**config.mk**
```make
export PLATFORM = sky130hd
export DESIGN_NAME = character_frequency_counter_core_flat
export DESIGN_NICKNAME = d
export VERILOG_FILES = /design/src/chfc_pkg.sv /design/src/chfc_if.sv /design/src/chfc_ctrl.sv /design/src/chfc_datapath.sv /design/src/character_frequency_counter_core.sv /design/src/flat_wrapper.sv
export SDC_FILE = /design/constraint.sdc
export NUM_CORES = 2
export LEC_CHECK = 0
export BUFFER_PORTS_ARGS = -buffer_cell sky130_fd_sc_hd__clkbuf_2
export CAP_MARGIN = 20
export CORE_UTILIZATION = 45
export CTS_CLUSTER_SIZE = 14
export DETAILED_ROUTE_END_ITERATION = 10
export GPL_TIMING_DRIVEN = 1
export HOLD_SLACK_MARGIN = 0.05
export PLACE_DENSITY = 0.6
export SETUP_SLACK_MARGIN = 0.15
export SLEW_MARGIN = 20
export SYNTH_ARGS = -nofsm -noshare
export SYNTH_HDL_FRONTEND = slang
export SYNTH_SLANG_ARGS = --single-unit
```
**constraint.sdc**
```tcl
create_clock -name clk -period 6.3 [get_ports clk]
set_clock_uncertainty 0.15 [all_clocks]
set_input_delay 0.315 -clock clk [delete_from_list [all_inputs] [get_ports clk]]
set_output_delay 0.315 -clock clk [all_outputs]
set_load 0.005 [all_outputs]
```
**src/chfc_pkg.sv**
```systemverilog
// chfc_pkg: shared widths, symbol table and helper functions for the
// character frequency counter; no dependencies
`default_nettype none

package chfc_pkg;

  localparam int TABLE_SIZE  = 60;
  localparam int IDX_W       = $clog2(TABLE_SIZE);
  localparam int COUNT_WIDTH = 24;
  localparam int OCC_W       = 24;
  localparam int BYTE_W      = 8;

  localparam logic [COUNT_WIDTH-1:0] COUNT_MAX = {COUNT_WIDTH{1'b1}};
  localparam logic [31:0]            OCC_MAX   = 32'((64'd1 << OCC_W) - 64'd1);
  localparam logic [IDX_W-1:0]       LAST_IDX  = IDX_W'(TABLE_SIZE - 1);

  // symbol table in report order
  localparam logic [BYTE_W-1:0] SYM_TABLE [TABLE_SIZE] = '{
    "a", "A", "b", "B", "c", "C", "d", "D", "e", "E", "f", "F", "g", "G", "h", "H",
    "i", "I", "j", "J", "k", "K", "l", "L", "m", "M", "n", "N", "o", "O", "p", "P",
    "q", "Q", "r", "R", "s", "S", "T", "t", "u", "v", "V", "w", "W", "x", "X", "y",
    "Y", "z", "Z", ",", ";", ".", ":", "-", "_", "\"", "!", " "
  };

  // controller to datapath
  typedef struct packed {
    logic load_byte;   // capture byte, read its counter
    logic upd_write;   // write back incremented counter
    logic scan_read;   // read counter at scan index
    logic scan_emit;   // load result register from scan entry
    logic scan_adv;    // drop scan entry, step scan index
  } chfc_cmd_t;

  // datapath to controller
  typedef struct packed {
    logic end_flag;    // captured byte closes the text
    logic scan_valid;  // scan entry holds a nonzero count
    logic scan_at_end; // scan index on the final table entry
    logic out_free;    // result register can take a new result
  } chfc_stat_t;

  typedef struct packed {
    logic             hit;
    logic [IDX_W-1:0] idx;
  } chfc_match_t;

  // table entries are distinct, so at most one compare fires
  function automatic chfc_match_t byte_match(logic [BYTE_W-1:0] b);
    chfc_match_t m;
    m.hit = 1'b0;
    m.idx = '0;
    for (int i = 0; i < TABLE_SIZE; i++) begin
      if (SYM_TABLE[i] == b) begin
        m.hit = 1'b1;
        m.idx = IDX_W'(i);
      end
    end
    return m;
  endfunction

  // clamp a counter to the occurrences field
  function automatic logic [OCC_W-1:0] occ_sat(logic [COUNT_WIDTH-1:0] c);
    logic [31:0] wide;
    wide = 32'(c);
    if (wide > OCC_MAX) begin
      wide = OCC_MAX;
    end
    return wide[OCC_W-1:0];
  endfunction

endpackage

`default_nettype wire

```
**src/chfc_if.sv**
```systemverilog
// chfc_in_if / chfc_out_if: valid-ready channels of the character
// frequency counter; depends on chfc_pkg
`default_nettype none

interface chfc_in_if import chfc_pkg::*; ();
  logic              valid;
  logic              ready;
  logic [BYTE_W-1:0] text_byte;
  logic              end_of_text;

  modport source (output valid, output text_byte, output end_of_text, input ready);
  modport sink   (input valid, input text_byte, input end_of_text, output ready);
endinterface

interface chfc_out_if import chfc_pkg::*; ();
  logic              valid;
  logic              ready;
  logic [BYTE_W-1:0] symbol_code;
  logic [OCC_W-1:0]  occurrences;
  logic              last_symbol;

  modport source (output valid, output symbol_code, output occurrences,
                  output last_symbol, input ready);
  modport sink   (input valid, input symbol_code, input occurrences,
                  input last_symbol, output ready);
endinterface

`default_nettype wire

```
**src/chfc_ctrl.sv**
```systemverilog
// chfc_ctrl: sequencing state machine for byte update and report scan
// depends on chfc_pkg
`default_nettype none

module chfc_ctrl import chfc_pkg::*; (
  input  wire logic       clk,
  input  wire logic       rst_n,
  input  wire logic       in_valid,
  output logic            in_ready,
  input  wire chfc_stat_t stat,
  output chfc_cmd_t       cmd
);

  localparam logic [1:0] S_IDLE     = 2'd0;
  localparam logic [1:0] S_UPD      = 2'd1;
  localparam logic [1:0] S_SCAN_RD  = 2'd2;
  localparam logic [1:0] S_SCAN_OUT = 2'd3;

  logic [1:0] state_r;
  logic [1:0] state_nxt;

  always_comb begin
    state_nxt = state_r;
    cmd       = '0;
    in_ready  = 1'b0;
    unique case (state_r)
      S_IDLE: begin
        in_ready = 1'b1;
        if (in_valid) begin
          cmd.load_byte = 1'b1;
          state_nxt     = S_UPD;
        end
      end
      S_UPD: begin
        cmd.upd_write = 1'b1;
        state_nxt     = stat.end_flag ? S_SCAN_RD : S_IDLE;
      end
      S_SCAN_RD: begin
        cmd.scan_read = 1'b1;
        state_nxt     = S_SCAN_OUT;
      end
      S_SCAN_OUT: begin
        // empty entries pass at once, full ones wait for the result register
        if (!stat.scan_valid || stat.out_free) begin
          cmd.scan_emit = stat.scan_valid;
          cmd.scan_adv  = 1'b1;
          state_nxt     = stat.scan_at_end ? S_IDLE : S_SCAN_RD;
        end
      end
    endcase
  end

  always_ff @(posedge clk) begin
    if (!rst_n) begin
      state_r <= S_IDLE;
    end else begin
      state_r <= state_nxt;
    end
  end

endmodule

`default_nettype wire

```
**src/chfc_datapath.sv**
```systemverilog
// chfc_datapath: counter memory with valid bits, byte match, scan index
// and result register; depends on chfc_pkg
`default_nettype none

module chfc_datapath import chfc_pkg::*; (
  input  wire logic              clk,
  input  wire logic              rst_n,
  input  wire chfc_cmd_t         cmd,
  output chfc_stat_t             stat,
  input  wire logic [BYTE_W-1:0] in_text_byte,
  input  wire logic              in_end_of_text,
  output logic                   out_valid,
  input  wire logic              out_ready,
  output logic [BYTE_W-1:0]      out_symbol_code,
  output logic [OCC_W-1:0]       out_occurrences,
  output logic                   out_last_symbol
);

  logic [COUNT_WIDTH-1:0] mem [TABLE_SIZE];
  logic [COUNT_WIDTH-1:0] rd_data_r;
  logic [TABLE_SIZE-1:0]  valid_r;
  logic [TABLE_SIZE-1:0]  valid_nxt;

  logic [IDX_W-1:0] idx_r;
  logic             hit_r;
  logic             end_r;
  logic [IDX_W-1:0] scan_idx_r;

  logic              out_valid_r;
  logic [BYTE_W-1:0] sym_r;
  logic [OCC_W-1:0]  occ_r;
  logic              last_r;

  chfc_match_t            match;
  logic [IDX_W-1:0]       rd_addr;
  logic                   rd_en;
  logic                   wr_en;
  logic [COUNT_WIDTH-1:0] wr_data;
  logic [TABLE_SIZE-1:0]  above;
  logic                   scan_last;
  logic                   out_free;

  assign match   = byte_match(in_text_byte);
  assign rd_en   = cmd.load_byte | cmd.scan_read;
  assign rd_addr = cmd.load_byte ? match.idx : scan_idx_r;
  assign wr_en   = cmd.upd_write & hit_r;

  // an entry without its valid bit counts as zero
  always_comb begin
    if (!valid_r[idx_r]) begin
      wr_data = COUNT_WIDTH'(1);
    end else if (rd_data_r == COUNT_MAX) begin
      wr_data = rd_data_r;
    end else begin
      wr_data = rd_data_r + COUNT_WIDTH'(1);
    end
  end

  always_ff @(posedge clk) begin
    if (wr_en) begin
      mem[idx_r] <= wr_data;
    end
    if (rd_en) begin
      rd_data_r <= mem[rd_addr];
    end
  end

  // a valid entry always holds a nonzero count
  always_comb begin
    valid_nxt = valid_r;
    if (wr_en) begin
      valid_nxt[idx_r] = 1'b1;
    end
    if (cmd.scan_adv) begin
      valid_nxt[scan_idx_r] = 1'b0;
    end
  end

  always_comb begin
    for (int i = 0; i < TABLE_SIZE; i++) begin
      above[i] = (IDX_W'(i) > scan_idx_r);
    end
  end

  assign scan_last = ~|(valid_r & above);
  assign out_free  = ~out_valid_r | out_ready;

  always_ff @(posedge clk) begin
    if (!rst_n) begin
      valid_r     <= '0;
      scan_idx_r  <= '0;
      out_valid_r <= 1'b0;
    end else begin
      valid_r <= valid_nxt;
      if (cmd.scan_adv) begin
        scan_idx_r <= (scan_idx_r == LAST_IDX) ? '0 : scan_idx_r + IDX_W'(1);
      end
      if (cmd.scan_emit) begin
        out_valid_r <= 1'b1;
      end else if (out_ready) begin
        out_valid_r <= 1'b0;
      end
    end
  end

  always_ff @(posedge clk) begin
    if (cmd.load_byte) begin
      idx_r <= match.idx;
      hit_r <= match.hit;
      end_r <= in_end_of_text;
    end
    if (cmd.scan_emit) begin
      sym_r  <= SYM_TABLE[scan_idx_r];
      occ_r  <= occ_sat(rd_data_r);
      last_r <= scan_last;
    end
  end

  assign stat.end_flag    = end_r;
  assign stat.scan_valid  = valid_r[scan_idx_r];
  assign stat.scan_at_end = (scan_idx_r == LAST_IDX);
  assign stat.out_free    = out_free;

  assign out_valid       = out_valid_r;
  assign out_symbol_code = sym_r;
  assign out_occurrences = occ_r;
  assign out_last_symbol = last_r;

endmodule

`default_nettype wire

```
**src/character_frequency_counter_core.sv**
```systemverilog
// character_frequency_counter_core: top level of the character histogram
// depends on chfc_pkg, chfc_if, chfc_ctrl, chfc_datapath
`default_nettype none

// channel   dir  transaction        payload
// in_chan   in   one text byte      text_byte[7:0], end_of_text
// out_chan  out  one table symbol   symbol_code[7:0], occurrences[23:0], last_symbol
//
// a plain byte takes a counter read from the memory port, then a write back
// an end-of-text byte adds a report scan of every table entry, a read then an emit each,
// plus any wait for out_chan.ready on full entries
// in_chan.ready is low from acceptance until the byte and any report are done
// a result waits in the output register while the next byte is taken
// synchronous reset clears all counts through per-entry valid bits, no sweep

module character_frequency_counter_core import chfc_pkg::*; (
  input  wire logic   clk,
  input  wire logic   rst_n,
  chfc_in_if.sink     in_chan,
  chfc_out_if.source  out_chan
);

  chfc_cmd_t  cmd;
  chfc_stat_t stat;

  // sequencer: idle, counter update, scan read, scan emit
  chfc_ctrl u_ctrl (
    .clk      (clk),
    .rst_n    (rst_n),
    .in_valid (in_chan.valid),
    .in_ready (in_chan.ready),
    .stat     (stat),
    .cmd      (cmd)
  );

  // counter memory, match logic and result register
  chfc_datapath u_datapath (
    .clk             (clk),
    .rst_n           (rst_n),
    .cmd             (cmd),
    .stat            (stat),
    .in_text_byte    (in_chan.text_byte),
    .in_end_of_text  (in_chan.end_of_text),
    .out_valid       (out_chan.valid),
    .out_ready       (out_chan.ready),
    .out_symbol_code (out_chan.symbol_code),
    .out_occurrences (out_chan.occurrences),
    .out_last_symbol (out_chan.last_symbol)
  );

endmodule

`default_nettype wire
```
**src/flat_wrapper.sv**
```systemverilog
// flat-port wrapper written by rule: the top's interface ports become plain ports
module character_frequency_counter_core_flat import chfc_pkg::*;
  (clk, rst_n, in_chan_valid, in_chan_text_byte, in_chan_end_of_text, in_chan_ready, out_chan_valid, out_chan_symbol_code, out_chan_occurrences, out_chan_last_symbol, out_chan_ready);
  chfc_in_if in_chan_i ();
  chfc_out_if out_chan_i ();
  input  wire logic clk;
  input  wire logic rst_n;
  input wire logic [$bits(in_chan_i.valid)-1:0] in_chan_valid;
  input wire logic [$bits(in_chan_i.text_byte)-1:0] in_chan_text_byte;
  input wire logic [$bits(in_chan_i.end_of_text)-1:0] in_chan_end_of_text;
  output wire logic [$bits(in_chan_i.ready)-1:0] in_chan_ready;
  output wire logic [$bits(out_chan_i.valid)-1:0] out_chan_valid;
  output wire logic [$bits(out_chan_i.symbol_code)-1:0] out_chan_symbol_code;
  output wire logic [$bits(out_chan_i.occurrences)-1:0] out_chan_occurrences;
  output wire logic [$bits(out_chan_i.last_symbol)-1:0] out_chan_last_symbol;
  input wire logic [$bits(out_chan_i.ready)-1:0] out_chan_ready;
  assign in_chan_i.valid = in_chan_valid;
  assign in_chan_i.text_byte = in_chan_text_byte;
  assign in_chan_i.end_of_text = in_chan_end_of_text;
  assign in_chan_ready = in_chan_i.ready;
  assign out_chan_valid = out_chan_i.valid;
  assign out_chan_symbol_code = out_chan_i.symbol_code;
  assign out_chan_occurrences = out_chan_i.occurrences;
  assign out_chan_last_symbol = out_chan_i.last_symbol;
  assign out_chan_i.ready = out_chan_ready;
  character_frequency_counter_core u_core (.clk(clk), .rst_n(rst_n), .in_chan(in_chan_i), .out_chan(out_chan_i));
endmodule
```
=== Word-level counts from Yosys, hierarchy flattened ===
Memories as Yosys holds them, arrays and structs flattened. A register that Yosys moved wholly into a read port is not among the register bits.
Cells that the tools add are included.

* Add/subtract/negate cells: 2
* $lt $le $gt $ge: 64
* Equal/unequal tests: 67
* Mux-type cells: 90
* Bitwise gates (word level): 9
* Reduce and logical (&&, ||, !) cells: 10

{| class="wikitable"
|+ Operators by type and width
! kind !! number
|-
| 7-bit by 8-bit == test with 1-bit output, first input constant || 52
|-
| 6-bit two-way mux || 61
|-
| 6-bit > comparator, first input constant || 28
|-
| 60-bit AND || 2
|-
| 60-bit two-way mux || 2
|-
| 5-bit by 6-bit > comparator with 1-bit output, first input constant || 16
|-
| 6-bit by 8-bit == test with 1-bit output, first input constant || 8
|-
| 60-bit inverter || 1
|-
| 60-bit bitwise OR || 1
|-
| 60-bit OR reduction || 1
|-
| 59-bit OR reduction || 1
|-
| 4-bit by 6-bit > comparator with 1-bit output, first input constant || 8
|-
| 24-bit two-way mux || 2
|-
| 24-bit by 1-bit adder with 24-bit output, second input constant || 1
|-
| 24-bit == test, second input constant || 1
|-
| 3-bit by 6-bit > comparator with 1-bit output, first input constant || 4
|-
| 6-bit by 7-bit < comparator with 1-bit output, second input constant || 2
|-
| 1-bit two-way mux || 13
|-
| 1-bit binary-select mux with 6-bit select || 2
|-
| 1-bit demux with 6-bit select || 2
|-
| 6-bit by 1-bit greater-or-equal comparator with 1-bit output, second input constant || 2
|-
| 1-bit by 6-bit > comparator with 1-bit output, first input constant || 2
|-
| 2-bit by 6-bit > comparator with 1-bit output, first input constant || 2
|-
| 2-bit two-way mux || 6
|-
| 17 further kinds || 22
|}

* Register bits: 102
* Bits in writable memories: 1440
* Memory bits (read-only): 512
* Input bits: 13
* Output and inout port bits: 35
* Logic and storage cells: 253
* Memories: 2

{| class="wikitable"
|+ Memory list
! name !! depth !! width !! rd ports !! clocked after Yosys merged registers in !! wr ports !! line !! RTL
|-
| u_core.u_datapath.mem || 60 || 24 || 1 || 1 || 1 || chfc_datapath.sv:19 || <nowiki>logic [COUNT_WIDTH-1:0] mem [TABLE_SIZE];</nowiki>
|-
| (name not given) || 64 || 8 || 1 || 1 || 0 || chfc_datapath.sv:113 || <nowiki>sym_r <= SYM_TABLE[scan_idx_r];</nowiki>
|}

=== Depth between registers and ports, before layout ===
* Depth after elaboration: 62
* Gate-level depth with buffers: 15

=== Hierarchy ===
Synthesis repeated with hierarchy kept, for this count alone.

* Cell total of the unflattened synthesis: 5455
* Area total of the unflattened synthesis: 72854.9 µm²

{| class="wikitable"
|+ By module, submodules not included
! module !! instances !! cells an instance !! area an instance (µm²)
|-
| chfc_datapath || 1 || 5437 || 72721.0
|-
| chfc_ctrl || 1 || 18 || 133.9
|}

=== Worst setup path after synthesis ===
OpenSTA, ideal clock, no wires.

* Kind: register to register
* From: register u_core.u_datapath.rd_data_r[11], read port of u_core.u_datapath.mem
* To: memory u_core.u_datapath.mem[0][13] (data pin)
* Setup time: 0.481 ns
* Data arrival time: 3.507 ns
* Required time: 5.669 ns
* Setup slack: 2.161 ns
* Cell stages (with the launch flop): 11
* Path buffers: 1
* Cells stage by stage: edfxtp_1 -> and4_1 -> and3_1 -> nand3_1 -> and4_1 -> nor2b_1 -> and2_1 -> clkbuf_1 -> nand4_1 -> xor2_1 -> nor2_1

* Word-level cells in the longest chain between the ends: 3
* Elaborated cells between the ends (all ways): 4
* Those cells by class: 1 x add/sub; 1 x eq/ne; 2 x mux

{| class="wikitable"
|+ RTL lines
! what !! line !! RTL
|-
| start: declaration || chfc_datapath.sv:20 || <nowiki>logic [COUNT_WIDTH-1:0] rd_data_r;</nowiki>
|-
| 24-bit by 1-bit adder with 24-bit output / 24-bit == test (equally long branches) || chfc_datapath.sv:55, chfc_datapath.sv:52 ||
|-
| 24-bit two-way mux * || chfc_datapath.sv:52 || <nowiki>end else if (rd_data_r == COUNT_MAX) begin</nowiki>
|-
| 24-bit two-way mux * || chfc_datapath.sv:50 || <nowiki>if (!valid_r[idx_r]) begin</nowiki>
|-
| net u_core.u_datapath.wr_data[13] || chfc_datapath.sv:38 || <nowiki>logic [COUNT_WIDTH-1:0] wr_data;</nowiki>
|-
| end: declaration || chfc_datapath.sv:19 ||
|}

Mark *: on every way through the listed nets, which the timed path passes. The rest lies on a longest branch.

=== Final worst setup path ===
* From: register u_core.u_ctrl.state_r[1]
* To: register u_core.u_datapath.rd_data_r[21], read port of u_core.u_datapath.mem (data pin)

* Word-level cells in the longest chain between the ends: 3
* Elaborated cells between the ends (all ways): 6
* Those cells by class: 1 x eq/ne; 3 x mux; 1 x bitwise; 1 x reduce/logical

{| class="wikitable"
|+ RTL lines
! what !! line !! RTL
|-
| start: declaration || chfc_ctrl.sv:19 || <nowiki>logic [1:0] state_r;</nowiki>
|-
| start signal: assignment || chfc_ctrl.sv:57 || <nowiki>state_r <= state_nxt;</nowiki>
|-
| 2-bit == test / 2-bit zero test (equally long branches) || chfc_ctrl.sv:26 || <nowiki>unique case (state_r)</nowiki>
|-
| 1-bit two-way mux || chfc_ctrl.sv:26 ||
|-
| 1-bit bitwise OR / 6-bit two-way mux (equally long branches) || chfc_datapath.sv:44, chfc_datapath.sv:45 ||
|}

Several ways; a longest one is shown, not always the timed one.
A chain may end at the register's enable or synchronous reset.

==> flow_summary.json <==
{
  "syn2layout_area_growth_pct": 13.43,
  "finalCritPeriodShare_pct": 88.34,
  "port_buffers": 46,
  "crit_type": "reg -> reg",
  "synth_top_area_share_pct": 69.70,
  "dpl_cell_area_um2": 68000,
  "rsz0062_at_grt": "false",
  "yosys.cell_types.count": 87,
  "synthMuxAreaShare_pct": 4.451,
  "status": "completed",
  "maxSlewHeadroom_pct": 21.24,
  "setup_tns_ns": 0,
  "synth_fa_ha_area_share_pct": 0.2085,
  "coreArea_um2": 142300,
  "cts_max_level": 4,
  "r2r-start": "u_core.u_ctrl.state_r[1]",
  "synth.yosys.warnings": 0,
  "synth-main-ff-cell": "edfxtp_1",
  "cp.required_ns": 6.69,
  "drc": 0,
  "timing_hold_violations_final": 0,
  "fmax_mhz": 179.7,
  "finalMaxSlewViolations": 0,
  "maxCapViolCount": 0,
  "grt_pass1_vias": 39910,
  "internal_power_w": 0.01778,
  "rows": 138,
  "root_buffer": "clkbuf_16",
  "powerDensity_nw_per_um2": 318.0,
  "cts_buffers": 162,
  "swShare_pct": 23.94,
  "fin_crit_ns": 5.565,
  "postCtsSetupRepairBufs": 0,
  "io_pins": 48,
  "cts_sinks": 1573,
  "grt_usage_pct": 27.10,
  "hold_path.class": "in -> reg",
  "power.share.clock_pct": 41.6,
  "seq_power_share_pct": 49.6,
  "fin_nets": 4961,
  "viasPerCell": 6.117,
  "ant_nets": 0,
  "synth-simple-area-share_pct": 12.18,
  "die_x_um": 381.5,
  "hold_end": "u_core.u_datapath.end_r",
  "place_congestion": 0.9135,
  "start_util_pct": 45.54,
  "vdd_drop_max_uv": 213.9,
  "synth_compound_area_share_pct": 8.448,
  "drt-pass1-iter-count": 8,
  "grt_pass1_wl_um": 286200,
  "synthTopCellsByArea": "edfxtp_1 (70%), nand2_1 (6.1%), mux2i_1 (3.5%)",
  "grt_antenna_before_repair": 9,
  "r2r_slack_ns": 0.73,
  "dp_slack_ns": 0.8685,
  "dieArea_um2": 145500,
  "cp-end-kind": "flop",
  "setup_slack_ns": 0.7345,
  "synth_nets": 4893,
  "synth_edf_count": 1504,
  "min_from": "in_chan_end_of_text",
  "ys_seq_area_share_pct": 71.83,
  "wl_per_cell_um": 28.66,
  "leakagePower_nw": 25.05,
  "final_area_um2": 73500,
  "drt-initial-drc-count": 5621,
  "yosys.area.top_type": "edfxtp_1",
  "worst_hold_path.num_cells": 2,
  "drt-total-wl_um": 199500,
  "p_sw_w": 0.005596,
  "setup_viol": 0,
  "synth_xor_area_share_pct": 0.3785,
  "p_comb_share_pct": 8.8,
  "grt.overflow.total": 0,
  "critPathArrivalTime_ns": 5.96,
  "grt_max_degree": 116,
  "syn_avg_cell_area_um2": 13.31,
  "dr_total_vias": 42580,
  "r2r_cells": 10,
  "die_h_um": 381.5,
  "cts_tree": "yes",
  "worstPathMaxFanout": 75,
  "ys_ff_latch": 1573,
  "async_flop_share_pct": 0,
  "path_clk_slew_ns": 0.06,
  "start_kind": "flop",
  "worstSkewPairLatency_ns": 0.79,
  "synth_top_family_by_area": "simple AND/OR/NAND/NOR gates",
  "clock_path_buffers": 3,
  "drive_above_1_share_pct": 12.19,
  "dp_hpwl_um": 118900,
  "synth_area_um2": 64800,
  "tightest_slew_ns": 1.179,
  "syn-instance-count": 4870,
  "r2r-end": "u_core.u_datapath.rd_data_r[21]"
}
## cell families (layout without fill, tap and decap cells)
group,count (synthesis),count (layout)
buffers and inverters,344,543
flip-flops,1573,1573
other,1,4
AO/OA/AOI/OAI,836,836
XOR/XNOR,28,28
multiplexers,254,254
adder cells (fa/ha/maj),11,11
AND/OR/NAND/NOR,1823,1823
## worst max-delay path by stage
stage	startpoint	endpoint	slack [ns]	depth (start not counted)
after global routing	u_core.u_ctrl.state_r[1]	u_core.u_datapath.rd_data_r[21]	0.46	10
final	u_core.u_ctrl.state_r[1]	u_core.u_datapath.rd_data_r[21]	0.73	10
after CTS	u_core.u_ctrl.state_r[1]	u_core.u_datapath.rd_data_r[21]	0.84	10
after global placement	u_core.u_ctrl.state_r[1]	u_core.u_datapath.rd_data_r[21]	0.83	10
after floorplan	u_core.u_datapath.rd_data_r[11]	u_core.u_datapath.mem[0][13]	2.16	10
after detailed placement	u_core.u_ctrl.state_r[1]	u_core.u_datapath.rd_data_r[21]	0.87	10
## registers in the layout, indices dropped and copies added (netlist names)
signal and flops:
u_core.u_datapath.mem 1440, u_core.u_datapath.rd_data_r 24, u_core.u_datapath.hit_r 1, u_core.u_datapath.idx_r 6, u_core.u_ctrl.state_r 2, u_core.u_datapath.scan_idx_r 6, u_core.u_datapath.out_valid 1, u_core.u_datapath.end_r 1
u_core.u_datapath.out_occurrences 24, u_core.u_datapath.valid_r 60, u_core.u_datapath.out_last_symbol 1, u_core.u_datapath.out_symbol_code 7
## repair_timing
action / in CTS / in global routing
gates resized for setup: 0 / 0
hold buffers: 9 / 0
hold endpoints to repair: 68 / 0
## power groups by stage
stage	clock network [W]	logic (W)	registers (W)
after floorplan	0	0.00124	0.0118
after global placement	0	0.00201	0.0118
after detailed placement	0	0.00202	0.0118
after CTS	0.00982	0.00203	0.0116
after global routing	0.0102	0.00219	0.0116
final	0.00973	0.00205	0.0116
## cells in the final DEF, fill, tap and decap left out, types with 46 or more instances in the layout
master	instances
clkbuf_2	46
nand3_1	425
a21oi_1	315
nor2_1	63
dfxtp_1	69
a32oi_1	73
nand4_1	51
mux2i_1	224
buf_4	160
nor2_4	58
a22oi_1	64
o21ai_0	124
edfxtp_1	1504
a221oi_1	75
nand2_1	1048
clkbuf_16	166
## critical path, stage by stage, from the launching register on
cell and delay, ns:
dfxtp_1 0.55, nor2_1 0.11, nand2_1 0.39, inv_1 0.31, nor2_1 0.84, a21o_4 0.74, buf_12 0.37, nor2_4 0.25
a22oi_1 0.60, nand4_1 0.53, and3_1 0.36
## per-layer routing
| metal | track usage [%] | vias up | share of wire, % |
|---|---|---|---|
| met5 | 0 | - | 0.023 |
| met2 | 42.19 | 2096 | 46 |
| met1 | 36.99 | 21590 | 40 |
| li1 | - | 18550 | - |
| met3 | 6.217 | 342 | 9.9 |
| met4 | 10.35 | 6 | 3.9 |
## cell type report
| class | count | area (um^2) |
|---|---|---|
| flip-flops and latches | 1573 | 46540 |
| clock buffers | 205 | 4330 |
| diodes | 3 | 7.507 |
| fillers | 11980 | 68780 |
| clock inverters | 90 | 1021 |
| well taps | 1890 | 2365 |
| inverters | 14 | 52.55 |
| multi-input cells | 2953 | 17280 |
| repair buffers | 234 | 1894 |
## metrics by stage
stage          total power (W)  utilization (%)  hold slack, ns  instances
2_1_floorplan          0.01299                -          0.2639       4870
3_3_place_gp           0.01382            47.76          0.3485       6650
3_5_place_dp           0.01383            47.79          0.3457       6653
4_1_cts                0.02345            51.62         0.07507       6957
5_1_grt                0.02397            51.65          0.1048       6959
6_report               0.02337            51.66          0.1206       6962
## cells in the mapped netlist, types with 5 or more instances
cell type  number
edfxtp_1     1504
nand2_1      1048
nand3_1       425
a21oi_1       316
mux2i_1       224
nor2_1        158
buf_2         137
o21ai_0       125
clkbuf_1      113
a221oi_1       75
a32oi_1        73
dfxtp_1        69
a22oi_1        64
nand4_1        51
buf_1          42
buf_4          35
o22ai_1        34
nor3_1         31
mux4_2         27
o211a_1        23
and3_1         20
a31oi_1        19
xor2_1         19
nand2b_1       14
a211oi_1       13
o211ai_1       12
inv_1          11
and2_1         10
ha_1           10
nor2b_1        10
a2111oi_0       9
nor4_1          9
xnor2_1         9
nand3b_1        8
a221o_1         7
a311oi_1        7
and4_1          7
or3_1           7
a21o_1          6
o31ai_1         6
or2_2           6
o21bai_1        5
(Power assumes the default switching activity.)
